--- src/rtl/core/dlh_pkg.sv ---
`timescale 1ns / 1ps
// ----------------------------------------------------------------------------
// dlh_pkg: shared types and constants of the decade latency histogram
// Unit codes, scale factors, decade edges, the queue item and sizing.
// ----------------------------------------------------------------------------
package dlh_pkg;

    // counter and bin sizing
    localparam int COUNT_WIDTH = 32;
    localparam int NUM_BINS    = 12;
    localparam int NUM_EDGES   = NUM_BINS - 1;
    localparam int BIN_W       = 4;
    localparam int OUT_CNT_W   = 32;

    // duration datapath
    localparam int DUR_W   = 64;
    localparam int HALF_W  = DUR_W / 2;
    localparam int SCALE_W = 30;
    localparam int PROD_W  = SCALE_W + HALF_W;

    // queue between front and back
    localparam int QDEPTH = 8;
    localparam int QPTR_W = $clog2(QDEPTH);
    localparam int QCNT_W = QPTR_W + 1;

    localparam logic [COUNT_WIDTH-1:0] COUNT_MAX = '1;

    // unit codes of func
    localparam logic [1:0] UNIT_NS = 2'd0;
    localparam logic [1:0] UNIT_US = 2'd1;
    localparam logic [1:0] UNIT_MS = 2'd2;
    localparam logic [1:0] UNIT_S  = 2'd3;

    // lower edge of decades 1 .. NUM_BINS-1
    localparam logic [DUR_W-1:0] DECADE_EDGE [NUM_EDGES] = '{
        64'd10, 64'd100, 64'd1000, 64'd10000, 64'd100000, 64'd1000000,
        64'd10000000, 64'd100000000, 64'd1000000000, 64'd10000000000,
        64'd100000000000
    };

    // one classified transaction waiting for the back end
    typedef struct packed {
        logic [DUR_W-1:0] ns;
        logic             conv_ovf;
        logic             nonzero;
        logic [BIN_W-1:0] bin;
    } t_item;

    // nanoseconds per unit
    function automatic logic [SCALE_W-1:0] unit_scale(input logic [1:0] func);
        logic [SCALE_W-1:0] s;
        unique case (func)
            UNIT_NS: s = SCALE_W'(1);
            UNIT_US: s = SCALE_W'(1000);
            UNIT_MS: s = SCALE_W'(1000000);
            UNIT_S:  s = SCALE_W'(1000000000);
            default: s = SCALE_W'(1);
        endcase
        return s;
    endfunction

    // low bits of a counter for the result ports
    function automatic logic [OUT_CNT_W-1:0] to_out(input logic [COUNT_WIDTH-1:0] v);
        logic [63:0] wide;
        wide = 64'(v);
        return wide[OUT_CNT_W-1:0];
    endfunction

endpackage

--- src/rtl/core/dlh_front.sv ---
`timescale 1ns / 1ps
// ----------------------------------------------------------------------------
// dlh_front: unit conversion and decade classification
// Three stages: split multiply, recombine with overflow check, classify.
// ----------------------------------------------------------------------------
module dlh_front (
    input  logic                      i_clk,
    input  logic                      i_rst_n,
    input  logic                      i_take,
    input  logic [1:0]                i_func,
    input  logic [dlh_pkg::DUR_W-1:0] i_duration,
    output logic                      o_push,
    output dlh_pkg::t_item            o_item,
    output logic [1:0]                o_inflight
);

    logic                       r1_valid, r2_valid, r3_valid;
    logic [dlh_pkg::PROD_W-1:0] r1_plo, r1_phi;
    logic [dlh_pkg::DUR_W-1:0]  r2_ns;
    logic                       r2_ovf;
    dlh_pkg::t_item             r3_item;

    logic [dlh_pkg::SCALE_W-1:0] scale;
    logic [dlh_pkg::DUR_W:0]     n_sum;
    logic [dlh_pkg::BIN_W-1:0]   n_bin;

    assign scale = dlh_pkg::unit_scale(i_func);

    // recombine the two partial products; anything above 64 bits is overflow
    assign n_sum = (dlh_pkg::DUR_W + 1)'(r1_plo)
                 + {1'b0, r1_phi[dlh_pkg::HALF_W-1:0], {dlh_pkg::HALF_W{1'b0}}};

    // count the decade edges at or below the value
    always_comb begin
        n_bin = '0;
        for (int i = 0; i < dlh_pkg::NUM_EDGES; i++) begin
            if (r2_ns >= dlh_pkg::DECADE_EDGE[i]) n_bin = dlh_pkg::BIN_W'(i + 1);
        end
    end

    // valid tracking
    always_ff @(posedge i_clk) begin
        if (!i_rst_n) begin
            r1_valid <= 1'b0;
            r2_valid <= 1'b0;
            r3_valid <= 1'b0;
        end else begin
            r1_valid <= i_take;
            r2_valid <= r1_valid;
            r3_valid <= r2_valid;
        end
    end

    // payload stages
    always_ff @(posedge i_clk) begin
        r1_plo <= dlh_pkg::PROD_W'(i_duration[dlh_pkg::HALF_W-1:0] * scale);
        r1_phi <= dlh_pkg::PROD_W'(i_duration[dlh_pkg::DUR_W-1:dlh_pkg::HALF_W] * scale);
        r2_ns  <= n_sum[dlh_pkg::DUR_W-1:0];
        r2_ovf <= n_sum[dlh_pkg::DUR_W] | (|r1_phi[dlh_pkg::PROD_W-1:dlh_pkg::HALF_W]);
        r3_item.ns       <= r2_ns;
        r3_item.conv_ovf <= r2_ovf;
        r3_item.nonzero  <= |r2_ns;
        r3_item.bin      <= n_bin;
    end

    assign o_push     = r3_valid;
    assign o_item     = r3_item;
    assign o_inflight = 2'(r1_valid) + 2'(r2_valid) + 2'(r3_valid);

endmodule

--- config.mk ---
export PLATFORM = sky130hd
export DESIGN_NAME = dlh_front
export DESIGN_NICKNAME = d
export VERILOG_FILES = /design/src/rtl/core/dlh_pkg.sv /design/src/rtl/core/dlh_front.sv
export SDC_FILE = /design/constraint.sdc
export NUM_CORES = 2
export LEC_CHECK = 0
export BUFFER_PORTS_ARGS = -buffer_cell sky130_fd_sc_hd__buf_2
export CELL_PAD_IN_SITES_DETAIL_PLACEMENT = 0
export CELL_PAD_IN_SITES_GLOBAL_PLACEMENT = 1
export CORE_ASPECT_RATIO = 1.25
export CORE_MARGIN = 5
export CORE_UTILIZATION = 52
export DETAILED_ROUTE_END_ITERATION = 16
export PLACE_DENSITY = 0.89
export SYNTH_ARGS = -nofsm -noshare
export SYNTH_HDL_FRONTEND = slang
export SYNTH_SLANG_ARGS = --single-unit
--- constraint.sdc ---
create_clock -name i_clk -period 9.6 [get_ports i_clk]
set_clock_uncertainty 0.05 [all_clocks]
set_input_delay 0.48 -clock i_clk [delete_from_list [all_inputs] [get_ports i_clk]]
set_output_delay 0.48 -clock i_clk [all_outputs]
set_load 0.01 [all_outputs]
# Word level (Yosys, flattened, before mapping)
# Index checks and enable logic that the tools add are counted.
# totals
ff_bits	262
in_bits	69
out_inout_bits	73
elab_cells	49
# classes
addsub	3
mul	2
magnitude_cmp	11
n_eq_ne	3
mux	11
bitwise_logic	1
reduce_logical	5
# ops
operator	n
$mul A32 B30 Y62	2
$pmux W30 S4	1
$add A62 B64 Y65	1
$ge A64 B10 Y1 const B	1
$ge A64 B14 Y1 const B	1
$ge A64 B17 Y1 const B	1
$ge A64 B20 Y1 const B	1
$ge A64 B24 Y1 const B	1
$ge A64 B27 Y1 const B	1
$ge A64 B30 Y1 const B	1
$ge A64 B34 Y1 const B	1
$ge A64 B37 Y1 const B	1
$ge A64 B4 Y1 const B	1
$ge A64 B7 Y1 const B	1
$reduce_or A64 Y1	1
$reduce_or A30 Y1	1
$mux W4	6
$eq A2 B2 Y1 const B	2
$mux W2	2
$reduce_or A4 Y1	1
$add A1 B1 Y2	1
$add A2 B1 Y2	1
$eq A2 B1 Y1 const B	1
$logic_not A2 Y1	1
3 further kinds	4

# Longest topological paths before layout
# depth
ltp_word	11
mapped_depth	34
ltp_nobuf	29

# Worst setup path after synthesis
# No wires, ideal clock.
# synth_timing
path_type	input -> register
start	in i_func[0]
end	reg r1_phi[60] (netlist name)
arrival_time_ps	8114
t_required_ps	9432
slack_ps	1318
stages	25
path_buffers	4
path_cell_list	ha_1 -> clkbuf_1 -> clkbuf_1 -> clkbuf_1 -> clkbuf_1 -> nand2_1 -> fa_1 -> fa_1 -> fa_1 -> inv_1 -> fa_1 -> fa_1 -> fa_1 -> fa_1 -> ha_1 -> ha_1 -> and3_1 -> nand3_1 -> or3_1 -> and3_4 -> o31a_1 -> or3_4 -> o31a_1 -> o21a_1 -> xnor2_1
# synth_via
elab_chain_cells	3
word_cells_on_any_way	6
classes_between	mul: 1; eq/ne: 3; mux: 1; reduce/logical: 1
# synth_rtl
element	line_no	rtl
from (decl)	dlh_front.sv:10	input logic [1:0] i_func,
$eq A2 B2 Y1, or another cell as far along	dlh_pkg.sv:52	unique case (func)
$pmux W30 S4 (*)	dlh_pkg.sv:52	
$mul A32 B30 Y62 (*)	dlh_front.sv:57	r1_phi <= dlh_pkg::PROD_W'(i_duration[dlh_pkg::DUR_W-1:dlh_pkg::HALF_W] * scale);
to (signal assigned)	dlh_front.sv:57	
to (decl)	dlh_front.sv:18	logic [dlh_pkg::PROD_W-1:0] r1_plo, r1_phi;
# Mark *: on every way between the ends. The rest lies on a longest branch, timed or not. The select of a mux whose other input is x is not followed.
# A chain may end at the register's enable or synchronous reset.

# Worst setup path after layout
# layout_timing
start	in i_func[1]
end	reg r1_plo[60] (netlist name)
# layout_via
elab_chain_cells	3
word_cells_on_any_way	6
classes_between	mul: 1; eq/ne: 3; mux: 1; reduce/logical: 1
# layout_rtl
element	line_no	rtl
$eq A2 B2 Y1, or another cell as far along	dlh_pkg.sv:52	
$pmux W30 S4 (*)	dlh_pkg.sv:52	
$mul A32 B30 Y62 (*)	dlh_front.sv:56	r1_plo <= dlh_pkg::PROD_W'(i_duration[dlh_pkg::HALF_W-1:0] * scale);
to (signal assigned)	dlh_front.sv:56	
to (decl)	dlh_front.sv:18	
# Marks and branches as above.

==> run summary <==
• **average footprint of a synthesized cell** 9.832 um2
• **cell depth of the worst flop-to-flop path** 10
• **achievable frequency** 118.2 MHz
• **CTS tree** done
• **flip-flop and latch count after synthesis** 262
• **Critical Path AT** 8.95 ns
• **Final Max Slew Viols** 0
• **Maximum Capacitance Violations** 0
• **Hold Violations, Final** 0
• **global placement routability congestion** 1.002
• **synthesized netlist net count** 7373
• **drt drc** 0
• **vias** 36865
• **Net count, final** 7442
• **final HPWL from detailed placement** 127500 um
• **class of the most critical hold timing path** input port to flip-flop
• **hold-fix buffers at CTS** 1
• **number of CTS-inserted buffers** 26
• **count of instances resized after the clock tree is built** 0
• **Post-synth EDFFs** 0
• **total wirelength of the detailed-routed design** 144000 um
• **maximum level of the CTS H-tree** 1
• **main flop type after synthesis** sky130_fd_sc_hd__dfxtp_1
• **IO Pins** 142
• **Vert. Die Dim** 366.9 um
• **Ys Warns** 0
• **Worst slew margin** 29.84%
• **IO Port Bufs** 141
• **Tightest Pin Transition** 1.043 ns
• **Die Area** 0.1084 mm2
• **portion of synthesized cell area occupied by the leading cell type** 40.46%
• **worst setup path category** input port to flip-flop
• **total routing usage reported by global routing** 27.09%
• **maximum fanout count along the critical path** 65
• **Worst setup EP type** flip-flop
• **total clock sinks** 262
• **setup repair after global routing missed its margin** no
• **final cycle utilization of the critical path** 88.14%
• **Critical Path Source Type** input port
• **Die X** 295.5 um
• **final worst path period need** 8.462 ns
• **post-synth cell types** 78
• **number of DRC markers in iteration 0** 2331
• **CTS root buffer** sky130_fd_sc_hd__clkbuf_16
• **worst hold slack** 0.04232 ns
• **number of routed nets with antenna violations** 0
• **buffer count from post-CTS setup fixing** 0
• **GRT Residual Overflow** 0
• **required arrival time at the worst endpoint** 10.09 ns
• **clock latency at the later pin of the worst-skew pair** 0.61 ns
• **register clock-pin slew on the reported worst setup and hold paths** 0.07 ns
• **slowest cell on the critical path** sky130_fd_sc_hd__buf_4
• **wire length of the first global-routing pass** 226500 um
• **highest cell delay on the worst timing path** 0.65 ns
• **worst-case clock buffer depth** 3
• **router iterations before antenna repair** 6
• **top cell type by total area after synthesis** sky130_fd_sc_hd__fa_1
• **Finished Core Util** 55.15%
• **via count of the first global-routing pass** 40793
• **leading post-synthesis cells by cell area** sky130_fd_sc_hd__fa_1, sky130_fd_sc_hd__ha_1, sky130_fd_sc_hd__inv_1
• **maximum number of pins on one net before global-route repair** 66
• **starting density of the core** 52.15%
• **row count** 131
• **routed length per placed instance** 21.14 um
• **Core ar.** 0.1016 mm2
• **most used cell, CP** sky130_fd_sc_hd__fa_1
• **hold-critical path depth** 2
• **post-detailed-route via-to-cell ratio** 5.413
• **final count of negative-setup-slack endpoints** 0
• **number of antenna violations at the first check in global routing** 11
• **fraction of layout cells with a size suffix above 1** 4.492%
• **aggregate negative setup slack** 0 ns
• **sequential fraction of the synthesis area** 9.897%
• **fraction of synthesis flops using an asynchronous set or reset pin** 0%
• **status** finished, final reports clean
• **gate count after technology mapping** 5390
• **area added between synthesis and finish** 5.754%
• **summed instance area of the synthesized netlist** 0.05300 mm2
[cells in the final DEF (no fill, tap or decap), drive strengths merged, types with 32 or more instances in the layout]
| cell type | instances |
|---|---|
| nand4 | 35 |
| ha | 843 |
| fa | 1071 |
| xor2 | 81 |
| a21o | 74 |
| buf | 172 |
| nand2 | 319 |
| a21oi | 172 |
| nor2 | 100 |
| dfxtp | 262 |
| nand3 | 41 |
| o21bai | 36 |
| nor2b | 77 |
| and2 | 237 |
| inv | 1431 |
| nor4 | 32 |
| o21ai | 92 |
| xnor2 | 113 |
[critical path: cells and delay by family]
family / cells / cell delay (ns)
compound gates: 7 / 1.70
xor+xnor: 1 / 0.16
fa+ha+maj: 10 / 4.41
buf+inv: 6 / 1.40
simple gates: 3 / 0.76
[area by class of cell]
class                   count  area, um2
well taps                1330       1664
flip-flops and latches    262       5245
inverters                1427       5356
repair buffers            173      973.4
multi-input cells        3569      41900
diodes                      4      10.01
fillers                  9092      45580
clock inverters            17      225.2
clock buffers              28      668.1
[final timing paths]
path              startpoint  slack [ns]          to
hold / removal       i_rst_n        0.04    r2_valid
hold reg to reg   r1_plo[22]        0.28   r2_ns[22]
setup / recovery   i_func[1]        1.14  r1_plo[60]
setup reg to reg   r2_ns[46]        5.76   o_item[0]
[per-stage QoR]
stage	instances	setup WS (ns)	area [um2]
2_1_floorplan	5390	1.318	53000
3_3_place_gp	6760	0.6235	55130
3_5_place_dp	6760	0.5971	55130
4_1_cts	6806	1.226	56040
5_1_grt	6806	0.7459	56040
6_report	6810	1.138	56050
[synthesized netlist by cell type (16+ instances only)]
| library cell | count |
|---|---|
| sky130_fd_sc_hd__ha_1 | 843 |
| sky130_fd_sc_hd__nand2_1 | 319 |
| sky130_fd_sc_hd__fa_1 | 1071 |
| sky130_fd_sc_hd__o21ai_0 | 83 |
| sky130_fd_sc_hd__nor2b_1 | 77 |
| sky130_fd_sc_hd__nand2b_1 | 16 |
| sky130_fd_sc_hd__a21oi_1 | 172 |
| sky130_fd_sc_hd__nor4_1 | 32 |
| sky130_fd_sc_hd__and3_1 | 29 |
| sky130_fd_sc_hd__xnor2_1 | 113 |
| sky130_fd_sc_hd__o21bai_1 | 36 |
| sky130_fd_sc_hd__nor2_1 | 100 |
| sky130_fd_sc_hd__clkbuf_1 | 119 |
| sky130_fd_sc_hd__a21o_1 | 74 |
| sky130_fd_sc_hd__a31oi_1 | 31 |
| sky130_fd_sc_hd__nor3_1 | 23 |
| sky130_fd_sc_hd__dfxtp_1 | 262 |
| sky130_fd_sc_hd__and2_1 | 237 |
| sky130_fd_sc_hd__inv_1 | 1427 |
| sky130_fd_sc_hd__xor2_1 | 81 |
| sky130_fd_sc_hd__nand4_1 | 35 |
| sky130_fd_sc_hd__nand3_1 | 41 |
[metal layers]
layer	up-vias	wire length, um	share of wire [%]	GRT usage, %
met5	-	64	0.044	0
met4	10	9642	6.7	13.59
met3	459	9630	6.7	4.396
met2	1301	72700	50	48.17
met1	18405	51940	36	31.49
li1	16690	-	-	-
[cells by family after synthesis]
group | synth area share, %
buffers and inverters | 11.09
flip-flops | 9.897
AO/OA/AOI/OAI | 6.249
AND/OR/NAND/NOR | 9.158
XOR/XNOR | 3.206
adder cells (fa/ha/maj) | 60.40
[registers in the layout, summed over array words and instances, names as in the netlist]
register	count
r1_plo	62
r1_valid	1
r1_phi	62
o_item	70
o_push	1
r2_ovf	1
r2_ns	64
r2_valid	1
Power is left out: the tool's default activity adds up to more than one toggle a clock period on the data nets, which glitch-free logic cannot reach.
