==> config.mk <==
export PLATFORM = sky130hd
export DESIGN_NAME = dlh_back
export DESIGN_NICKNAME = d
export VERILOG_FILES = /design/src/rtl/core/dlh_pkg.sv /design/src/rtl/core/dlh_back.sv
export SDC_FILE = /design/constraint.sdc
export NUM_CORES = 2
export LEC_CHECK = 0
export BUFFER_PORTS_ARGS = -buffer_cell sky130_fd_sc_hd__buf_2
export CELL_PAD_IN_SITES_DETAIL_PLACEMENT = 0
export CELL_PAD_IN_SITES_GLOBAL_PLACEMENT = 1
export CORE_MARGIN = 2
export CORE_UTILIZATION = 54
export DETAILED_ROUTE_END_ITERATION = 10
export GPL_TIMING_DRIVEN = 0
export PLACE_DENSITY = 0.84
export SYNTH_ARGS = -nofsm -noshare
export SYNTH_HDL_FRONTEND = slang
export SYNTH_SLANG_ARGS = --single-unit
==> constraint.sdc <==
create_clock -name i_clk -period 14.45 [get_ports i_clk]
set_input_delay 0.7225 -clock i_clk [delete_from_list [all_inputs] [get_ports i_clk]]
set_output_delay 0.7225 -clock i_clk [all_outputs]
set_load 0.05 [all_outputs]
==> src/rtl/core/dlh_pkg.sv <==
`timescale 1ns / 1ps
// ----------------------------------------------------------------------------
// dlh_pkg: shared types and constants of the decade latency histogram
// Unit codes, scale factors, decade edges, the queue item and sizing.
// ----------------------------------------------------------------------------
package dlh_pkg;

    // counter and bin sizing
    localparam int COUNT_WIDTH = 32;
    localparam int NUM_BINS    = 12;
    localparam int NUM_EDGES   = NUM_BINS - 1;
    localparam int BIN_W       = 4;
    localparam int OUT_CNT_W   = 32;

    // duration datapath
    localparam int DUR_W   = 64;
    localparam int HALF_W  = DUR_W / 2;
    localparam int SCALE_W = 30;
    localparam int PROD_W  = SCALE_W + HALF_W;

    // queue between front and back
    localparam int QDEPTH = 8;
    localparam int QPTR_W = $clog2(QDEPTH);
    localparam int QCNT_W = QPTR_W + 1;

    localparam logic [COUNT_WIDTH-1:0] COUNT_MAX = '1;

    // unit codes of func
    localparam logic [1:0] UNIT_NS = 2'd0;
    localparam logic [1:0] UNIT_US = 2'd1;
    localparam logic [1:0] UNIT_MS = 2'd2;
    localparam logic [1:0] UNIT_S  = 2'd3;

    // lower edge of decades 1 .. NUM_BINS-1
    localparam logic [DUR_W-1:0] DECADE_EDGE [NUM_EDGES] = '{
        64'd10, 64'd100, 64'd1000, 64'd10000, 64'd100000, 64'd1000000,
        64'd10000000, 64'd100000000, 64'd1000000000, 64'd10000000000,
        64'd100000000000
    };

    // one classified transaction waiting for the back end
    typedef struct packed {
        logic [DUR_W-1:0] ns;
        logic             conv_ovf;
        logic             nonzero;
        logic [BIN_W-1:0] bin;
    } t_item;

    // nanoseconds per unit
    function automatic logic [SCALE_W-1:0] unit_scale(input logic [1:0] func);
        logic [SCALE_W-1:0] s;
        unique case (func)
            UNIT_NS: s = SCALE_W'(1);
            UNIT_US: s = SCALE_W'(1000);
            UNIT_MS: s = SCALE_W'(1000000);
            UNIT_S:  s = SCALE_W'(1000000000);
            default: s = SCALE_W'(1);
        endcase
        return s;
    endfunction

    // low bits of a counter for the result ports
    function automatic logic [OUT_CNT_W-1:0] to_out(input logic [COUNT_WIDTH-1:0] v);
        logic [63:0] wide;
        wide = 64'(v);
        return wide[OUT_CNT_W-1:0];
    endfunction

endpackage

==> src/rtl/core/dlh_back.sv <==
`timescale 1ns / 1ps
// ----------------------------------------------------------------------------
// dlh_back: statistics update and result register
// Adds accepted transactions to the total, min/max and counters, flags rejects, holds the result.
// ----------------------------------------------------------------------------
module dlh_back (
    input  logic                          i_clk,
    input  logic                          i_rst_n,
    input  logic                          i_item_valid,
    input  dlh_pkg::t_item                i_item,
    output logic                          o_pop,
    output logic                          o_valid,
    input  logic                          i_ready,
    output logic                          o_accepted,
    output logic                          o_bin_hit,
    output logic [dlh_pkg::BIN_W-1:0]     o_bin_index,
    output logic [dlh_pkg::OUT_CNT_W-1:0] o_bin_count,
    output logic [dlh_pkg::OUT_CNT_W-1:0] o_events_seen,
    output logic [dlh_pkg::DUR_W-1:0]     o_total_ns,
    output logic [dlh_pkg::DUR_W-1:0]     o_min_ns,
    output logic [dlh_pkg::DUR_W-1:0]     o_max_ns,
    output logic                          o_overflowed
);

    // statistics state
    logic [dlh_pkg::DUR_W-1:0]       r_total, r_min, r_max;
    logic [dlh_pkg::COUNT_WIDTH-1:0] r_events;
    logic [dlh_pkg::COUNT_WIDTH-1:0] r_bins [dlh_pkg::NUM_BINS];
    logic                            r_ovf;

    // result register
    logic                          r_out_valid;
    logic                          r_accepted, r_bin_hit, r_ovf_out;
    logic [dlh_pkg::BIN_W-1:0]     r_bin_index;
    logic [dlh_pkg::OUT_CNT_W-1:0] r_bin_count, r_events_out;
    logic [dlh_pkg::DUR_W-1:0]     r_total_out, r_min_out, r_max_out;

    logic                            pop, ok, hit;
    logic [dlh_pkg::DUR_W:0]         sum;
    logic [dlh_pkg::DUR_W-1:0]       n_total, n_min, n_max;
    logic [dlh_pkg::COUNT_WIDTH-1:0] n_events, bin_cur, n_bin;
    logic                            n_ovf;

    assign pop = i_item_valid && (!r_out_valid || i_ready);
    assign sum = (dlh_pkg::DUR_W + 1)'(r_total) + (dlh_pkg::DUR_W + 1)'(i_item.ns);
    assign ok  = !i_item.conv_ovf && !sum[dlh_pkg::DUR_W];
    assign hit = ok && i_item.nonzero;
    assign bin_cur = r_bins[i_item.bin];

    // next statistics for the transaction at the queue head
    always_comb begin
        n_total  = r_total;
        n_min    = r_min;
        n_max    = r_max;
        n_events = r_events;
        n_bin    = bin_cur;
        n_ovf    = r_ovf;
        if (!ok) begin
            n_ovf = 1'b1;
        end else begin
            n_total = sum[dlh_pkg::DUR_W-1:0];
            if (r_events == '0) begin
                n_min = i_item.ns;
                n_max = i_item.ns;
            end else begin
                if (i_item.ns < r_min) n_min = i_item.ns;
                if (i_item.ns > r_max) n_max = i_item.ns;
            end
            if (r_events != dlh_pkg::COUNT_MAX) n_events = r_events + 1'b1;
            if (bin_cur != dlh_pkg::COUNT_MAX)  n_bin = bin_cur + 1'b1;
        end
    end

    // update state
    always_ff @(posedge i_clk) begin
        if (!i_rst_n) begin
            r_total  <= '0;
            r_min    <= '0;
            r_max    <= '0;
            r_events <= '0;
            r_ovf    <= 1'b0;
            for (int i = 0; i < dlh_pkg::NUM_BINS; i++) r_bins[i] <= '0;
        end else if (pop) begin
            r_total  <= n_total;
            r_min    <= n_min;
            r_max    <= n_max;
            r_events <= n_events;
            r_ovf    <= n_ovf;
            if (hit) r_bins[i_item.bin] <= n_bin;
        end
    end

    // hold the result until it is taken
    always_ff @(posedge i_clk) begin
        if (!i_rst_n) begin
            r_out_valid <= 1'b0;
        end else if (pop) begin
            r_out_valid <= 1'b1;
        end else if (i_ready) begin
            r_out_valid <= 1'b0;
        end
    end

    always_ff @(posedge i_clk) begin
        if (pop) begin
            r_accepted   <= ok;
            r_bin_hit    <= hit;
            r_bin_index  <= hit ? i_item.bin : '0;
            r_bin_count  <= hit ? dlh_pkg::to_out(n_bin) : '0;
            r_events_out <= dlh_pkg::to_out(n_events);
            r_total_out  <= n_total;
            r_min_out    <= n_min;
            r_max_out    <= n_max;
            r_ovf_out    <= n_ovf;
        end
    end

    assign o_pop         = pop;
    assign o_valid       = r_out_valid;
    assign o_accepted    = r_accepted;
    assign o_bin_hit     = r_bin_hit;
    assign o_bin_index   = r_bin_index;
    assign o_bin_count   = r_bin_count;
    assign o_events_seen = r_events_out;
    assign o_total_ns    = r_total_out;
    assign o_min_ns      = r_min_out;
    assign o_max_ns      = r_max_out;
    assign o_overflowed  = r_ovf_out;

    a_ovf_sticky: assert property (@(posedge i_clk) disable iff (!i_rst_n)
        $past(r_ovf) && $past(i_rst_n) |-> r_ovf)
        else $error("overflow flag cleared without reset");
    a_hit_needs_accept: assert property (@(posedge i_clk) disable iff (!i_rst_n)
        r_out_valid && r_bin_hit |-> r_accepted)
        else $error("bin hit on a rejected transaction");
    a_reject_keeps_total: assert property (@(posedge i_clk) disable iff (!i_rst_n)
        pop && !ok |=> r_ovf && (r_total == $past(r_total)))
        else $error("rejected transaction changed the total");

endmodule
### Word-level counts from Yosys, hierarchy flattened

Memories as Yosys holds them, arrays and structs flattened.
Cells that the tools add are included.

| word-level totals | value |
|---|---|
| memory bits (writable) | 384 |
| input port bits | 74 |
| register bits | 489 |
| memories kept | 1 |
| logic and storage cells | 55 |
| output and inout bits | 265 |

Memory list:

| memory | words | bits a word | read ports | clocked after memory_dff | write ports | line | text |
|---|---|---|---|---|---|---|---|
| r_bins | 12 | 32 | 1 | 0 | 12 | dlh_back.sv:28 | `logic [dlh_pkg::COUNT_WIDTH-1:0] r_bins [dlh_pkg::NUM_BINS];` |

| cells by class | value |
|---|---|
| muxes and demuxes | 22 |
| eq/ne operators | 2 |
| reductions and logical operators | 10 |
| add/subtract/negate cells | 3 |
| order comparisons | 2 |

Operators with widths:

| cell | number |
|---|---|
| 64-bit two-way mux | 7 |
| 32-bit two-way mux | 5 |
| 64-bit by 64-bit adder with 65-bit output | 1 |
| 32-bit by 1-bit adder with 32-bit output (second input constant) | 2 |
| 64-bit greater-than comparator | 1 |
| 64-bit < comparator | 1 |
| 32-bit != test (second input constant) | 2 |
| 32-bit zero test | 1 |
| 32-bit OR reduction | 1 |
| 1-bit two-way mux | 9 |
| 4-bit two-way mux | 1 |
| 1-bit logical AND | 3 |
| 1-bit zero test | 3 |
| 2-bit nonzero test | 1 |
| 1-bit logical OR | 1 |

### Logic depth before layout (Yosys ltp)

| logic depth | value |
|---|---|
| word-level depth | 10 |
| depth in mapped cells | 21 |
| mapped depth without buffers | 14 |

### Least setup slack after synthesis

Ideal clock, no wire load.

| timing | value |
|---|---|
| path kind | in2reg |
| start point | input i_ready |
| end point | register r_total[16] (netlist name) |
| setup time | 0.543 ns |
| path buffers | 3 |
| data arrival time | 9.548 ns |
| required time | 13.907 ns |
| slack | 4.359 ns |
| cell stages on the path | 7 |
| cell sequence | nand2b_1 -> nand2_1 -> inv_1 -> clkbuf_1 -> clkbuf_1 -> clkbuf_1 -> a311oi_1 |

| between the ends | value |
|---|---|
| longest elaborated chain between the ends | 2 |

Ends and longest elaborated chain:

| item | line | text |
|---|---|---|
| start: declaration | dlh_back.sv:13 | `input logic i_ready,` |
| 1-bit logical OR | dlh_back.sv:44 | `assign pop = i_item_valid && (!r_out_valid \|\| i_ready);` |
| 1-bit logical AND | dlh_back.sv:44 |  |
| net o_pop | dlh_back.sv:11 | `output logic o_pop,` |
| end signal: assignment | dlh_back.sv:84 | `r_total <= n_total;` |
| end: declaration | dlh_back.sv:26 | `logic [dlh_pkg::DUR_W-1:0] r_total, r_min, r_max;` |

The timed path passes the listed nets, and every way through them passes these cells.
A chain may end at the register's enable or synchronous reset.

### Final worst setup path

| timing | value |
|---|---|
| start point | input i_item[3] (netlist name) |
| end point | register r_bin_count, in the netlist o_bin_count[17], data pin |

| between the ends | value |
|---|---|
| longest elaborated chain between the ends | 4 |
| elaborated cells between the ends (all ways) | 5 |
| classes of those cells | 1 x add/sub; 1 x eq/ne; 2 x mux; 1 x memory |

Ends and longest elaborated chain:

| item | line | text |
|---|---|---|
| start: declaration | dlh_back.sv:10 | `input dlh_pkg::t_item i_item,` |
| memory 12 x 32 bit (*) | -- |  |
| 32-bit by 1-bit adder with 32-bit output / 32-bit != test (equally long branches) | dlh_back.sv:70 | `if (bin_cur != dlh_pkg::COUNT_MAX) n_bin = bin_cur + 1'b1;` |
| 32-bit two-way mux | dlh_back.sv:70 |  |
| 32-bit two-way mux (*) | dlh_back.sv:58 | `if (!ok) begin` |
| end signal: assignment | dlh_back.sv:109 | `r_bin_count <= hit ? dlh_pkg::to_out(n_bin) : '0;` |
| end: declaration | dlh_back.sv:35 | `logic [dlh_pkg::OUT_CNT_W-1:0] r_bin_count, r_events_out;` |

Every way passes the cells marked *; elsewhere a longest branch is shown, timed or not.

==> results.toml <==
[timing]
timing.hold.ws_ps = 253.3
maxSlewViolCount = 0
fmax_ghz = 0.1390
maxSlewHeadroom_pct = 7.182
fin_crit_ps = 7193
hold_viol = 0
grt_setup_unrepaired = "false"
finalSetupViolCount = 0
fin_skew_ps = 39.08
fin_setup_tns_ps = 0
fin_crit_sh_pct = 49.78
worst_pin_slew_ps = 1392

[drt]
vias_per_cell = 6.109
routedWlPerCell_um = 25.58
drt_iter0_markers = 3887
drc_errors = 0
firstDrtPassIters = 5
drt_wl_total_mm = 152.5
ant_nets = 0
via_count = 36410

[synthesis]
synth-async-reset-ratio_pct = 0
synth_top_family_by_area = "multiplexers"
synth-simple-area-share_pct = 11.32
ys.warnings.count = 0
synthTopCellsByArea = "edfxtp_1 (46%), dfxtp_1 (9.0%), mux4_2 (7.2%), ha_1 (4.8%), nand2_1 (3.6%)"
synth_mux_area_share_pct = 12.89
synth-edff-count = 775
synth_fa_ha_area_share_pct = 4.879
yosysSeqAreaShare_pct = 55.42
synth_xor_area_share_pct = 1.739
yosysMostFrequentCell = "edfxtp_1"
ys_ff_latch = 1001
synth_ff_type = "edfxtp_1"
ys_types = 81
synthCells = 4150
yosys.area.top_type_share_pct = 46.40
yosys.area.top_type = "edfxtp_1"
syn_area_per_cell_um2 = 12.09
synthesis.nets = 4419
synth_common_cells = "edfxtp_1 (775), nand2_1 (482), a21oi_1 (319)"
synth_compound_area_share_pct = 9.567
syn_area_mm2 = 0.05016

[cts]
h-tree-depth = 3
cts.path.max_buffers = 3
cts_tree = "yes"
ctsResizeCount = 0
clk_pin_slew_ps = 60
root_buffer = "clkbuf_16"
cts_made_buffers = 105
clock_sinks = 1001
cts_setup_buffers = 0
ctsHoldBuffers = 0
clk_latency_ps = 720

[placed_design]
dpl.hpwl_mm = 109.2
place_inst = 5761
port_buffers = 334
globalplace.congestion = 0.9329
placed_cell_area_mm2 = 0.05402

[die]
die_w_um = 308.8
dieArea_mm2 = 0.09534
num_rows = 111
core_mm2 = 0.09180
initial_utilization_pct = 54.64
io_pins = 339
die_y_um = 308.8

[global_routing]
grt_overflow = 0
antenna_found_initial = 5
track_usage_pct = 31.80
grt_pass1_wl_mm = 223.7
grt_pass1_vias = 35590
grt_start_max_net_pins = 77

[power_and_ir_drop]
power_leakage_nw = 21.69
power_density_mw_per_mm2 = 129.4
vdd_drop_max_uv = 116.1

[finish]
layout-drive-gt1-share_pct = 22.10
stdcell_count = 5960
final_nets = 4894
syn_to_final_growth_pct = 15.02
design_area_mm2 = 0.05769
fill_cells = 7270

[job]
maxCapViolCount = 0

[worst_setup_path]
cp-end-kind = "flip-flop"
crit_type = "input pin to flip-flop"
cp_max_fo = 10
r2r_cells = 13
worstPathArrival_ps = 7570
crit_path_start_kind = "input pin"
required_ps = 14820

[worst_hold_path]
hold_path_depth = 3
hp-class = "input pin to flip-flop"

[status]
outcome = "finished, final reports clean"
flip-flops by register name, indices dropped and copies added (netlist names), 4 cells and up:
name           flops
r_bins           512
o_max_ns          64
o_min_ns          64
o_total_ns        64
r_max             64
r_min             64
r_total           64
o_bin_count       32
o_events_seen     32
r_events          32
o_bin_index        4
critical path, cell delays in order:
cell	delay, ps
clkbuf_1	570
clkbuf_1	820
buf_1	750
buf_1	860
mux4_2	460
ha_1	360
and2_1	190
buf_2	250
and3_1	230
buf_4	170
nand2_1	220
nand4_1	600
o21ai_0	670
clkbuf_1	410
a21oi_1	230
through the flow:
step                utilization, %  total power [mW]  setup WS (ps)
floorplan                        -             4.274           4359
CTS                          62.83             7.480           7529
finish                       62.84             7.464           7257
global placement             58.15             4.641         -954.9
global route                 62.84             7.686           7261
detailed placement           58.85             4.646           6759
path summary, 6_finish.rpt:
check	endpoint	from	slack, ps
worst max-delay path	o_bin_count[17]$_SDFFCE_PN0P_	i_item[3]	7260
worst min-delay path	o_valid$_SDFFE_PN0P_	i_item_valid	250
worst max register to register	r_bins[2][10]$_SDFFCE_PN0P_	r_total[21]$_SDFFE_PN0P_	7520
worst min register to register	r_ovf$_SDFFE_PN0P_	r_ovf$_SDFFE_PN0P_	460
layout make-up:
type | instances | area (µm²) | share of cell area, %
Inverter | 184 | 690.7 | 1.197
Multi-Input combinational cell | 2669 | 20320 | 35.23
Buffer | 296 | 1416 | 2.455
Timing Repair Buffer | 368 | 2243 | 3.889
Antenna cell | 3 | 7.507 | 0.01301
Clock inverter | 62 | 822.0 | 1.425
Tap cell | 1243 | 1555 | 2.696
Clock buffer | 134 | 2838 | 4.919
Sequential cell | 1001 | 27800 | 48.18
layout by cell type (no fill, tap or decap), types with 13 or more instances in the layout:
master,n
a21o_1,102
a21oi_1,318
a21oi_2,37
a311oi_1,24
and2_1,20
and3_1,23
and4_1,14
buf_1,26
buf_12,13
buf_2,385
buf_4,15
buf_6,26
bufinv_16,16
clkbuf_1,203
clkbuf_16,106
clkinv_2,19
dfxtp_1,226
edfxtp_1,775
ha_1,194
inv_1,175
mux2_2,134
mux2i_1,135
mux4_2,160
nand2_1,470
nand3_1,79
nand4_1,81
nor2_1,292
nor2_2,27
nor3_1,32
nor4_1,28
o211ai_1,25
o21a_1,16
o21ai_0,98
o21bai_1,15
o31ai_1,26
or4_1,29
xnor2_1,66
xor2_1,28
kinds of logic after synthesis:
| family | after synthesis |
|---|---|
| adder cells (fa/ha/maj) | 195 |
| multiplexers | 429 |
| AND/OR/NAND/NOR | 1193 |
| flip-flops | 1001 |
| buffers and inverters | 480 |
| XOR/XNOR | 97 |
| AO/OA/AOI/OAI | 755 |
layer usage:
metal / routed length [µm] / global-route usage, %
met1: 58400 / 40.90
met3: 13490 / 5.865
met2: 72670 / 52.63
met4: 7903 / 14.38
met5: 0 / 0
report_power, final:
group	switching [mW]	leakage (nW)	total [mW]	internal (mW)
Combinational	0.866	10.3	1.25	0.388
Sequential	0.0703	9.60	3.35	3.28
Clock	1.18	1.78	2.86	1.68
Total	2.12	21.7	7.46	5.35
Note: power is estimated with default switching activity, not from simulation.
