--- src/rtl/core/dlh_pkg.sv ---
`timescale 1ns / 1ps
// ----------------------------------------------------------------------------
// dlh_pkg: shared types and constants of the decade latency histogram
// Unit codes, scale factors, decade edges, the queue item and sizing.
// ----------------------------------------------------------------------------
package dlh_pkg;

    // counter and bin sizing
    localparam int COUNT_WIDTH = 32;
    localparam int NUM_BINS    = 12;
    localparam int NUM_EDGES   = NUM_BINS - 1;
    localparam int BIN_W       = 4;
    localparam int OUT_CNT_W   = 32;

    // duration datapath
    localparam int DUR_W   = 64;
    localparam int HALF_W  = DUR_W / 2;
    localparam int SCALE_W = 30;
    localparam int PROD_W  = SCALE_W + HALF_W;

    // queue between front and back
    localparam int QDEPTH = 8;
    localparam int QPTR_W = $clog2(QDEPTH);
    localparam int QCNT_W = QPTR_W + 1;

    localparam logic [COUNT_WIDTH-1:0] COUNT_MAX = '1;

    // unit codes of func
    localparam logic [1:0] UNIT_NS = 2'd0;
    localparam logic [1:0] UNIT_US = 2'd1;
    localparam logic [1:0] UNIT_MS = 2'd2;
    localparam logic [1:0] UNIT_S  = 2'd3;

    // lower edge of decades 1 .. NUM_BINS-1
    localparam logic [DUR_W-1:0] DECADE_EDGE [NUM_EDGES] = '{
        64'd10, 64'd100, 64'd1000, 64'd10000, 64'd100000, 64'd1000000,
        64'd10000000, 64'd100000000, 64'd1000000000, 64'd10000000000,
        64'd100000000000
    };

    // one classified transaction waiting for the back end
    typedef struct packed {
        logic [DUR_W-1:0] ns;
        logic             conv_ovf;
        logic             nonzero;
        logic [BIN_W-1:0] bin;
    } t_item;

    // nanoseconds per unit
    function automatic logic [SCALE_W-1:0] unit_scale(input logic [1:0] func);
        logic [SCALE_W-1:0] s;
        unique case (func)
            UNIT_NS: s = SCALE_W'(1);
            UNIT_US: s = SCALE_W'(1000);
            UNIT_MS: s = SCALE_W'(1000000);
            UNIT_S:  s = SCALE_W'(1000000000);
            default: s = SCALE_W'(1);
        endcase
        return s;
    endfunction

    // low bits of a counter for the result ports
    function automatic logic [OUT_CNT_W-1:0] to_out(input logic [COUNT_WIDTH-1:0] v);
        logic [63:0] wide;
        wide = 64'(v);
        return wide[OUT_CNT_W-1:0];
    endfunction

endpackage

--- src/rtl/core/dlh_queue.sv ---
`timescale 1ns / 1ps
// ----------------------------------------------------------------------------
// dlh_queue: small FIFO between front and back
// Holds classified transactions so each side can stall on its own.
// ----------------------------------------------------------------------------
module dlh_queue (
    input  logic                       i_clk,
    input  logic                       i_rst_n,
    input  logic                       i_push,
    input  dlh_pkg::t_item             i_item,
    input  logic                       i_pop,
    output logic                       o_valid,
    output dlh_pkg::t_item             o_item,
    output logic [dlh_pkg::QCNT_W-1:0] o_count
);

    dlh_pkg::t_item             r_mem [dlh_pkg::QDEPTH];
    logic [dlh_pkg::QPTR_W-1:0] r_wr_ptr, r_rd_ptr;
    logic [dlh_pkg::QCNT_W-1:0] r_count;

    // advance pointers and occupancy
    always_ff @(posedge i_clk) begin
        if (!i_rst_n) begin
            r_wr_ptr <= '0;
            r_rd_ptr <= '0;
            r_count  <= '0;
        end else begin
            if (i_push) r_wr_ptr <= r_wr_ptr + 1'b1;
            if (i_pop)  r_rd_ptr <= r_rd_ptr + 1'b1;
            r_count <= r_count + dlh_pkg::QCNT_W'(i_push) - dlh_pkg::QCNT_W'(i_pop);
        end
    end

    // store entries
    always_ff @(posedge i_clk) begin
        if (i_push) r_mem[r_wr_ptr] <= i_item;
    end

    assign o_valid = (r_count != '0);
    assign o_item  = r_mem[r_rd_ptr];
    assign o_count = r_count;

    a_no_overrun: assert property (@(posedge i_clk) disable iff (!i_rst_n)
        (r_count == dlh_pkg::QCNT_W'(dlh_pkg::QDEPTH)) |-> (!i_push || i_pop))
        else $error("queue pushed while full");
    a_no_underrun: assert property (@(posedge i_clk) disable iff (!i_rst_n)
        i_pop |-> o_valid)
        else $error("queue popped while empty");
    a_count_bound: assert property (@(posedge i_clk) disable iff (!i_rst_n)
        r_count <= dlh_pkg::QCNT_W'(dlh_pkg::QDEPTH))
        else $error("queue occupancy above depth");

endmodule

--- config.mk ---
export PLATFORM = sky130hd
export DESIGN_NAME = dlh_queue
export DESIGN_NICKNAME = d
export VERILOG_FILES = /design/src/rtl/core/dlh_pkg.sv /design/src/rtl/core/dlh_queue.sv
export SDC_FILE = /design/constraint.sdc
export NUM_CORES = 1
export LEC_CHECK = 0
export ABC_CLOCK_PERIOD_IN_PS = 8590
export BUFFER_PORTS_ARGS = -buffer_cell sky130_fd_sc_hd__buf_4
export CAP_MARGIN = 0
export CELL_PAD_IN_SITES_DETAIL_PLACEMENT = 0
export CELL_PAD_IN_SITES_GLOBAL_PLACEMENT = 1
export CORE_UTILIZATION = 40
export DETAILED_ROUTE_END_ITERATION = 8
export HOLD_SLACK_MARGIN = 0.06
export PLACE_DENSITY = 0.59
export RECOVER_POWER = 50
export SYNTH_ARGS = -nofsm -noshare
export SYNTH_HDL_FRONTEND = slang
export SYNTH_SLANG_ARGS = --single-unit
export TNS_END_PERCENT = 10
--- constraint.sdc ---
create_clock -name i_clk -period 8.59 [get_ports i_clk]
set_input_delay 0.859 -clock i_clk [delete_from_list [all_inputs] [get_ports i_clk]]
set_output_delay 0.859 -clock i_clk [all_outputs]
set_load 0.01 [all_outputs]
# Word-level counts from Yosys, hierarchy flattened
# Memories as Yosys holds them, arrays and structs flattened. A register that Yosys moved wholly into a read port is not among the register bits.
# Index checks and enable logic that the tools add are counted.
# totals
ff_bits	10
mem_bits_rw	560
in_bits	74
output_inout_bits	75
wordCells	13
mem_count	1
# classes
add_sub_neg	4
n_mux	4
n_reduce_logical	1
# memory_table
memory	depth	word_bits	rd	rd_clocked_by_memory_dff	wr	line_no	source
r_mem	8	70	1	1	1	dlh_queue.sv:17	dlh_pkg::t_item r_mem [dlh_pkg::QDEPTH];
# ops
op	n
adder 3 x 1 -> 3 bit, second input constant	2
2-to-1 mux 3 bit	2
adder 4 x 1 -> 4 bit	1
nonzero test 4 bit	1
subtractor 4 x 1 -> 4 bit	1
2-to-1 mux 1 bit	2

# Longest topological paths before layout
# Gate-level depths: netlist (run 1).
# depth
word_depth	3
mapped_depth	8

# Worst setup path before layout (run 1)
# OpenSTA, ideal clock, no wires.
# synth_timing
path_kind	input to register
from	input port i_push
to	memory r_mem[0][0] (netlist bit), enable pin
setup_time_ns	0.584
arrival_time_ns	5.706
setup_slack_ns	2.300
cell_stages	2
path_buffers	0
cell_sequence	nand2b_1 -> nor3_1
# synth_between
elab_chain_cells	2
# synth_lines
element	line_no	source
start: declaration	dlh_queue.sv:9	input logic i_push,
2-to-1 mux 1 bit	dlh_queue.sv:36	if (i_push) r_mem[r_wr_ptr] <= i_item;
2-to-1 mux 1 bit (not written as such)	dlh_queue.sv:36	
end: declaration	dlh_queue.sv:17	
# Every way passes these cells.

==> results of run 1 <==
==> flip-flops by register name (all words and copies together) (netlist names), named ones only <==
signal	flops
o_count	4
r_mem	560
r_wr_ptr	3
r_rd_ptr	3
==> critical path, stage by stage (launching register included) <==
cell,delay [ps]
dfxtp_4,870
buf_4,640
buf_4,730
mux4_2,400
mux2_2,330
buf_4,160
==> power groups by stage <==
stage                     clock [mW]  sequential, mW  combinational, mW
after CTS                       2.62            3.19              0.547
after floorplan                    0            3.23              0.321
after global placement             0            3.25              0.542
after detailed placement           0            3.25              0.545
final                           2.56            3.19              0.517
after global routing            2.73            3.20              0.564
==> cell type report <==
type	instances	area (sq um)	share of cell area
clock inverter	38	385	0.0153
tap	688	861	0.0341
multi-input combinational	256	4330	0.171
clock buffer	71	1560	0.0619
antenna	2	5.00	0.000198
inverter	7	26.3	0.00104
timing repair buffer	166	992	0.0393
sequential	573	17100	0.677
==> cells by family (layout without fill, tap and decap cells) <==
group,Yosys count,after routing
compound gates,2,2
xor+xnor,5,5
fa+ha+maj,8,8
buf+inv,48,282
flops,573,573
mux,213,213
other cells,0,2
simple gates,28,28
==> layer usage <==
metal,GRT usage,up-vias,routed length [um]
li1,-,4105,-
met1,0.228,4957,20100
met2,0.253,199,20400
met3,0.0420,66,2380
met4,0.0397,10,703
met5,0,-,66
==> cells in the mapped netlist <==
cell	n	area share
buf_6	11	0.0057
nand2_1	5	0.00087
xnor2_1	3	0.0012
xor2_1	2	0.00081
buf_2	14	0.0032
mux2_2	70	0.036
fa_1	1	0.00093
nand2b_1	4	0.0012
nand3_1	1	0.00023
nor2_1	6	0.0010
ha_1	7	0.0040
dfxtp_1	13	0.012
clkbuf_1	14	0.0024
nor2b_1	3	0.00087
and2_1	7	0.0020
edfxtp_1	560	0.78
nor3_1	2	0.00046
mux4_2	140	0.15
buf_1	2	0.00035
a21oi_1	1	0.00023
inv_1	7	0.0012
a21o_1	1	0.00035
mux2i_1	3	0.0014
==> how the worst min path moves through the flow <==
stage                start            to  slack (ps)
3_3_place_gp   r_rd_ptr[1]     flip-flop         520
4_1_cts         i_item[67]  r_mem[5][67]         440
6_report       r_rd_ptr[1]     flip-flop         550
5_1_grt            i_rst_n   r_wr_ptr[2]         540
2_1_floorplan  r_rd_ptr[1]     flip-flop         510
3_5_place_dp   r_rd_ptr[1]     flip-flop         550
==> through the flow <==
stage               instances  hold WS [ps]  cell area, sq um   util  total power [mW]
global placement         1690           523             23600  0.445              3.79
floorplan                 877           512             21600      -              3.56
finish                   1801           549             25200  0.477              6.26
CTS                      1799           443             25500  0.482              6.36
global route             1799           543             25200  0.477              6.49
detailed placement       1690           547             23600  0.445              3.79
==> impl_summary.log, run 1 <==
INFO  metric postRouteAntennaNets = 0
INFO  metric cp_data_required_time = ~7700 ps
INFO  metric cts.htree.levels = 2
INFO  metric min_delay_path_depth = 2
INFO  metric layout_common_cells = edfxtp_1 (560), mux4_2 (140), buf_4 (94)
INFO  metric placer_s_final_routability_congestion_estimate = slightly below 0.7
INFO  metric final_common_cell = edfxtp_1
INFO  metric die-width = between 200 and 250 um
INFO  metric cp_max_fo = between 50 and 60
INFO  metric via_count_of_the_first_global_routing_pass = about 10000
INFO  metric timing.final.crit_share = 0.542
INFO  metric share_of_the_synthesized_area_in_compound_gates_ao_oa_aoi_oai = 0.000578
INFO  metric ys_ff_latch = 573
INFO  metric vdd.ir_drop.worst = between 100 and 150 uV
INFO  metric floorplan.rows = between 80 and 90
INFO  metric intPower = 4.94 mW
INFO  metric grt_max_degree = 114
INFO  metric initialDrtViolationCount = 547
INFO  metric p_sw = around 1.3 mW
INFO  metric synthesis.nets = roughly 960
INFO  metric report.final.hold_viol_count = 0
INFO  metric route.detailed.vias_per_inst = about 5.2
INFO  metric via_count = 9337
INFO  metric first_pass_grt_wire_length = ~65000 um
INFO  metric power.share.combinational = 0.083
INFO  metric final_net_count = around 1100
INFO  metric root_buffer = clkbuf_16
INFO  metric worstReg2RegEnd = r_mem[0][26]
INFO  metric worstMarginPinSlew = between 2000 and 2500 ps
INFO  metric synth.mux.area_fraction = 0.184
INFO  metric antenna_violations_before_repair = 6
INFO  metric synth_xor_xnor_area_share = 0.00202
INFO  metric clock_tree_skew_after_final_layout = ~15 ps
INFO  metric r2r_start = r_wr_ptr[2]
INFO  metric synth-simple-area-share = 0.00665
INFO  metric fp.coreArea = 53000 sq um
INFO  metric clk-insertion-delay-late = around 600 ps
INFO  metric cts_num_sinks = roughly 570
INFO  metric place.port_buffers = about 150
INFO  metric io_pins = about 150
INFO  metric timing.final.setup_violations = 0
INFO  metric fraction_of_the_yosys_area_taken_by_sequential_cells = 0.789
INFO  metric clockPowerShare = 0.408
INFO  metric critPathKind = reg2out
INFO  metric share_of_cells_above_drive_strength_1 = 0.360
INFO  metric number_of_distinct_standard_cells_referenced_by_the_synthesized_netlist = 23
INFO  metric drt-wirelength-per-cell = 24.2 um
INFO  metric floorplan.initialDensity = 0.408
INFO  metric finalWorstSetupSlack = around 3900 ps
INFO  metric cts_post_setup_buffers_inserted = 0
INFO  metric netSwitchingFraction = 0.211
INFO  metric drt_wl_total = 43700 um
INFO  metric cts_resized = 0
INFO  metric overflow = 0
INFO  metric cts_tree = yes
INFO  metric synthesis.instances = about 900
INFO  metric worst_hold_check_path_type = reg2reg
INFO  metric power.static_leakage = approximately 8 nW
INFO  metric termination_of_the_worst_setup_path = o_item[54]
INFO  metric area_share_of_fa_ha_maj_cells_after_synthesis = 0.00497
INFO  metric crit_arrival = between 3000 and 4000 ps
INFO  metric cts.path.max_buffers = 3
INFO  metric yosysWarningCount = 0
INFO  metric grt.total_usage = 0.162
INFO  metric achievable-frequency = approximately 210 MHz
INFO  metric endpoint_kind = output pin
INFO  metric run_status = complete, but fails checks
INFO  metric failed_checks = max-capacitance violations, max-slew violations
INFO  metric num-fill-cells = ~4400
INFO  metric p_seq_frac = 0.509
INFO  metric syn_area_per_cell = approximately 25 sq um
INFO  metric powerDensity = around 250 nW/um^2
INFO  metric detailed_place_hpwl = 21900 um
INFO  metric cts_buffers = between 50 and 60
INFO  metric area_growth_syn_to_layout = 16.7%
INFO  metric r2r.worst_path.cells = 4
INFO  metric timing.max_slew.rel_slack = -0.527
INFO  metric fp.dieH = approximately 230 um
INFO  metric fin_setup_tns = 0 ps
INFO  metric start_kind = flip-flop
INFO  metric drc = 0
INFO  metric cts.reportedPaths.clkPinSlew = around 60 ps
INFO  metric combinational_family_with_the_most_area_after_synthesis = multiplexers
INFO  metric regToRegSetupSlack = just under 5000 ps
INFO  metric syn-cell-area = 21600 sq um
INFO  metric rsz0062_at_grt = false
INFO  metric firstDrtPassIters = 6
INFO  metric place_worst_setup_slack = 4460 ps
INFO  metric cts_hold_buf = 0
INFO  metric cap_viol_max_count = 2
INFO  metric drv_slew = 42
INFO  metric die_area = between 50000 and 60000 sq um
INFO  metric layout_min_cycle_time = 4650 ps
(Power assumes the default switching activity.)
==> inputs of run 2 (changes only) <==
--- a/config.mk
+++ b/config.mk
@@ -5,7 +5,8 @@
 export SDC_FILE = /design/constraint.sdc
 export NUM_CORES = 1
 export LEC_CHECK = 0
-export ABC_CLOCK_PERIOD_IN_PS = 8590
+export ABC_AREA = 1
+export ABC_CLOCK_PERIOD_IN_PS = 4300
 export BUFFER_PORTS_ARGS = -buffer_cell sky130_fd_sc_hd__buf_4
 export CAP_MARGIN = 0
 export CELL_PAD_IN_SITES_DETAIL_PLACEMENT = 0
@@ -13,7 +14,7 @@
 export CORE_UTILIZATION = 40
 export DETAILED_ROUTE_END_ITERATION = 8
 export HOLD_SLACK_MARGIN = 0.06
-export PLACE_DENSITY = 0.59
+export PLACE_DENSITY = 0.65
 export RECOVER_POWER = 50
 export SYNTH_ARGS = -nofsm -noshare
 export SYNTH_HDL_FRONTEND = slang
==> constraint.sdc (replaced) <==
create_clock -name i_clk -period 4.3 [get_ports i_clk]
set_input_delay 0.43 -clock i_clk [delete_from_list [all_inputs] [get_ports i_clk]]
set_output_delay 0.43 -clock i_clk [all_outputs]
set_load 0.01 [all_outputs]
==> impl_summary.log, run 2 <==
INFO  metric worstReg2RegEnd = r_mem[7][43]
INFO  metric final_net_count = 2776
INFO  metric firstDrtPassIters = 6
INFO  metric synth.largest_area_cell = edfxtp_1
INFO  metric p_sw = roughly 3.1 mW
INFO  metric finalWorstSetupSlack = just over 800 ps
INFO  metric max_stage_delay = approximately 610 ps
INFO  metric largest_reg_flops = 560
INFO  metric report.final.hold_viol_count = 0
INFO  metric path_cells = buf_12 > buf_12 > nand2_1 > nand3_1 > nand2_1 > nand2_1 > nand2_1 > buf_4
INFO  metric start_kind = flip-flop
INFO  metric grt_max_degree = 141
INFO  metric regToRegSetupSlack = approximately 1400 ps
INFO  metric r2r_start = r_wr_ptr[0]
INFO  metric syn_area_per_cell = 9.95 sq um
INFO  metric post-synth-top-area-fraction = 0.676
INFO  metric grt.total_usage = 0.186
INFO  metric rsz0062_at_grt = false
INFO  metric die_area = ~63000 sq um
INFO  metric cell_with_the_most_instances_after_synthesis = nand2_1
INFO  metric run_status = complete, but fails checks
INFO  metric drt_wl_total = approximately 58000 um
INFO  metric grt_util_met2 = 0.324
INFO  metric first_pass_grt_wire_length = around 90000 um
INFO  metric met1_track_utilization_from_global_routing = 0.240
INFO  metric share_of_the_synthesized_area_in_compound_gates_ao_oa_aoi_oai = 0.00181
INFO  metric timing.final.setup_violations = 0
INFO  metric critical_path_cell_count = 8
INFO  metric met3_track_demand_over_resource = 0.0291
INFO  metric worstMarginPinSlew = ~2000 ps
INFO  metric crit_buf_inv = 3
INFO  metric via_count = 16100
INFO  metric placer_s_final_routability_congestion_estimate = around 0.73
INFO  metric clk-insertion-delay-late = around 620 ps
INFO  metric synth-edff-count = between 500 and 600
INFO  metric synth-simple-area-share = 0.199
INFO  metric worst_path_dominant_cell_family = buffers and inverters
INFO  metric synthArstFlopShare = 0
INFO  metric synthesis.nets = around 2600
INFO  metric failed_checks = max-capacitance violations, max-slew violations
INFO  metric cp_data_required_time = a little under 4000 ps
INFO  metric floorplan.initialDensity = 0.404
INFO  metric die-width = approximately 250 um
INFO  metric crit_arrival = around 3000 ps
INFO  metric final_common_cell = nand2_1
INFO  metric achievable-frequency = between 200 and 300 MHz
INFO  metric synth.top_cells.by_count = nand2_1 (922), inv_1 (574), edfxtp_1 (560), nand3_1 (283), buf_2 (74)
INFO  metric powerDensity = around 440 nW/um^2
INFO  metric vdd.ir_drop.worst = about 350 uV
INFO  metric grt.busiest_layer = met2
INFO  metric critical-path-top-cell-by-count = nand2_1
INFO  metric timing.final.crit_share = 0.808
INFO  metric cts.reportedPaths.clkPinSlew = ~60 ps
INFO  metric overflow = 0
INFO  metric synth_xor_xnor_area_share = 0.000705
INFO  metric cts.htree.levels = 2
INFO  metric cts_tree = yes
INFO  metric largest-register = r_mem
INFO  metric post_synth_main_area_contributors = edfxtp_1 (68%), nand2_1 (14%), inv_1 (8.7%)
INFO  metric power.share.combinational = 0.113
INFO  metric netSwitchingFraction = 0.240
INFO  metric critPathSlowestCell = dfxtp_4
INFO  metric drt-wirelength-per-cell = approximately 16 um
INFO  metric cts_resized = 0
INFO  metric layout_common_cells = nand2_1 (922), inv_1 (574), edfxtp_1 (560)
INFO  metric initialDrtViolationCount = slightly below 900
INFO  metric route.detailed.vias_per_inst = approximately 4.5
INFO  metric place.port_buffers = around 150
INFO  metric fp.dieH = approximately 250 um
INFO  metric place_worst_setup_slack = 1440 ps
INFO  metric area_share_of_fa_ha_maj_cells_after_synthesis = 0.00433
INFO  metric termination_of_the_worst_setup_path = o_item[13]
INFO  metric io_pins = about 150
INFO  metric fin_setup_tns = 0 ps
INFO  metric yosysWarningCount = 0
INFO  metric fraction_of_the_yosys_area_taken_by_sequential_cells = 0.687
INFO  metric cts.path.max_buffers = 3
INFO  metric synth.mux.area_fraction = 0
INFO  metric synth_top_flop_cell = edfxtp_1
INFO  metric synthesis.instances = 2498
INFO  metric number_of_distinct_standard_cells_referenced_by_the_synthesized_netlist = 18
INFO  metric fp.coreArea = around 62000 sq um
INFO  metric timing.max_slew.rel_slack = -0.334
INFO  metric share_of_cells_above_drive_strength_1 = 0.0697
INFO  metric detailed_place_hpwl = about 28000 um
INFO  metric worst_hold_check_path_type = in2reg
INFO  metric via_count_of_the_first_global_routing_pass = about 16000
INFO  metric postRouteAntennaNets = 0
INFO  metric final_antenna_diode_count = 0
INFO  metric cts_buffers = 61
INFO  metric floorplan.rows = between 90 and 100
INFO  metric root_buffer = clkbuf_16
INFO  metric total_power = between 10 and 15 mW
INFO  metric cap_viol_max_count = 2
INFO  metric clockPowerShare = 0.397
INFO  metric endpoint_kind = output pin
INFO  metric clock_tree_skew_after_final_layout = around 15 ps
INFO  metric min_delay_path_depth = 3
INFO  metric p_seq_frac = 0.490
INFO  metric critPathKind = reg2out
INFO  metric drc = 0
INFO  metric cts_post_setup_buffers_inserted = 0
INFO  metric intPower = 9.80 mW
INFO  metric cts_num_sinks = around 570
INFO  metric r2r.worst_path.cells = 3
INFO  metric ys_ff_latch = ~570
INFO  metric area_growth_syn_to_layout = 17.7%
INFO  metric cp_max_fo = around 140
INFO  metric antenna_violations_before_repair = 2
INFO  metric cts_hold_buf = 72
INFO  metric layout_min_cycle_time = 3480 ps
INFO  metric combinational_family_with_the_most_area_after_synthesis = simple AND/OR/NAND/NOR gates
INFO  metric power.static_leakage = between 10 and 15 nW
INFO  metric drv_slew = roughly 70
INFO  metric syn-cell-area = around 25000 sq um
## run 2: area by class of cell
type                    count  area (sq um)
clock buffers              76          1630
well taps                 837          1050
repair buffers            240          1860
inverters                 577          2180
multi-input cells        1241          5150
clock inverters            33           314
fillers                  5683         32300
flip-flops and latches    573         17100
## run 2: metrics by stage
step	util	instances	area, sq um	hold slack (ps)
floorplan	-	2498	24900	469
global placement	0.437	3396	26900	483
detailed placement	0.437	3396	26900	493
CTS	0.480	3577	29600	75.2
global route	0.475	3577	29300	99.6
finish	0.475	3577	29300	119
## run 2: worst min-delay path by stage
stage | end | startpoint
floorplan | r_wr_ptr[0] | r_wr_ptr[0]
global placement | r_wr_ptr[0] | r_wr_ptr[0]
detailed placement | r_wr_ptr[0] | r_wr_ptr[0]
CTS | r_wr_ptr[2] | i_push
global route | r_wr_ptr[2] | i_push
finish | r_wr_ptr[2] | i_push
## run 2: worst register-to-register path, cell delays in order (launching register included)
cell and delay, ps:
dfxtp_1 370, nand2_1 190, nor2_1 1480, buf_12 480
## run 2: cell families (layout without fill, tap and decap cells)
logic type / after synthesis / count (layout)
flops: 573 / 573
xor+xnor: 2 / 2
fa+ha+maj: 8 / 8
simple gates: 1222 / 1222
buf+inv: 684 / 926
compound gates: 9 / 9
## run 2: layer usage
metal / vias to the layer above / routed length [um]
met5: - / 23
met4: 4 / 1190
met3: 86 / 2250
li1: 8143 / -
met1: 7617 / 26100
met2: 278 / 28600
## run 2: power by group through the flow
stage	combinational, mW	clock, mW	sequential (mW)
2_1_floorplan	0.847	0	6.44
3_3_place_gp	1.45	0	6.44
3_5_place_dp	1.47	0	6.44
4_1_cts	1.53	5.24	6.32
5_1_grt	1.64	5.43	6.33
6_report	1.46	5.12	6.32
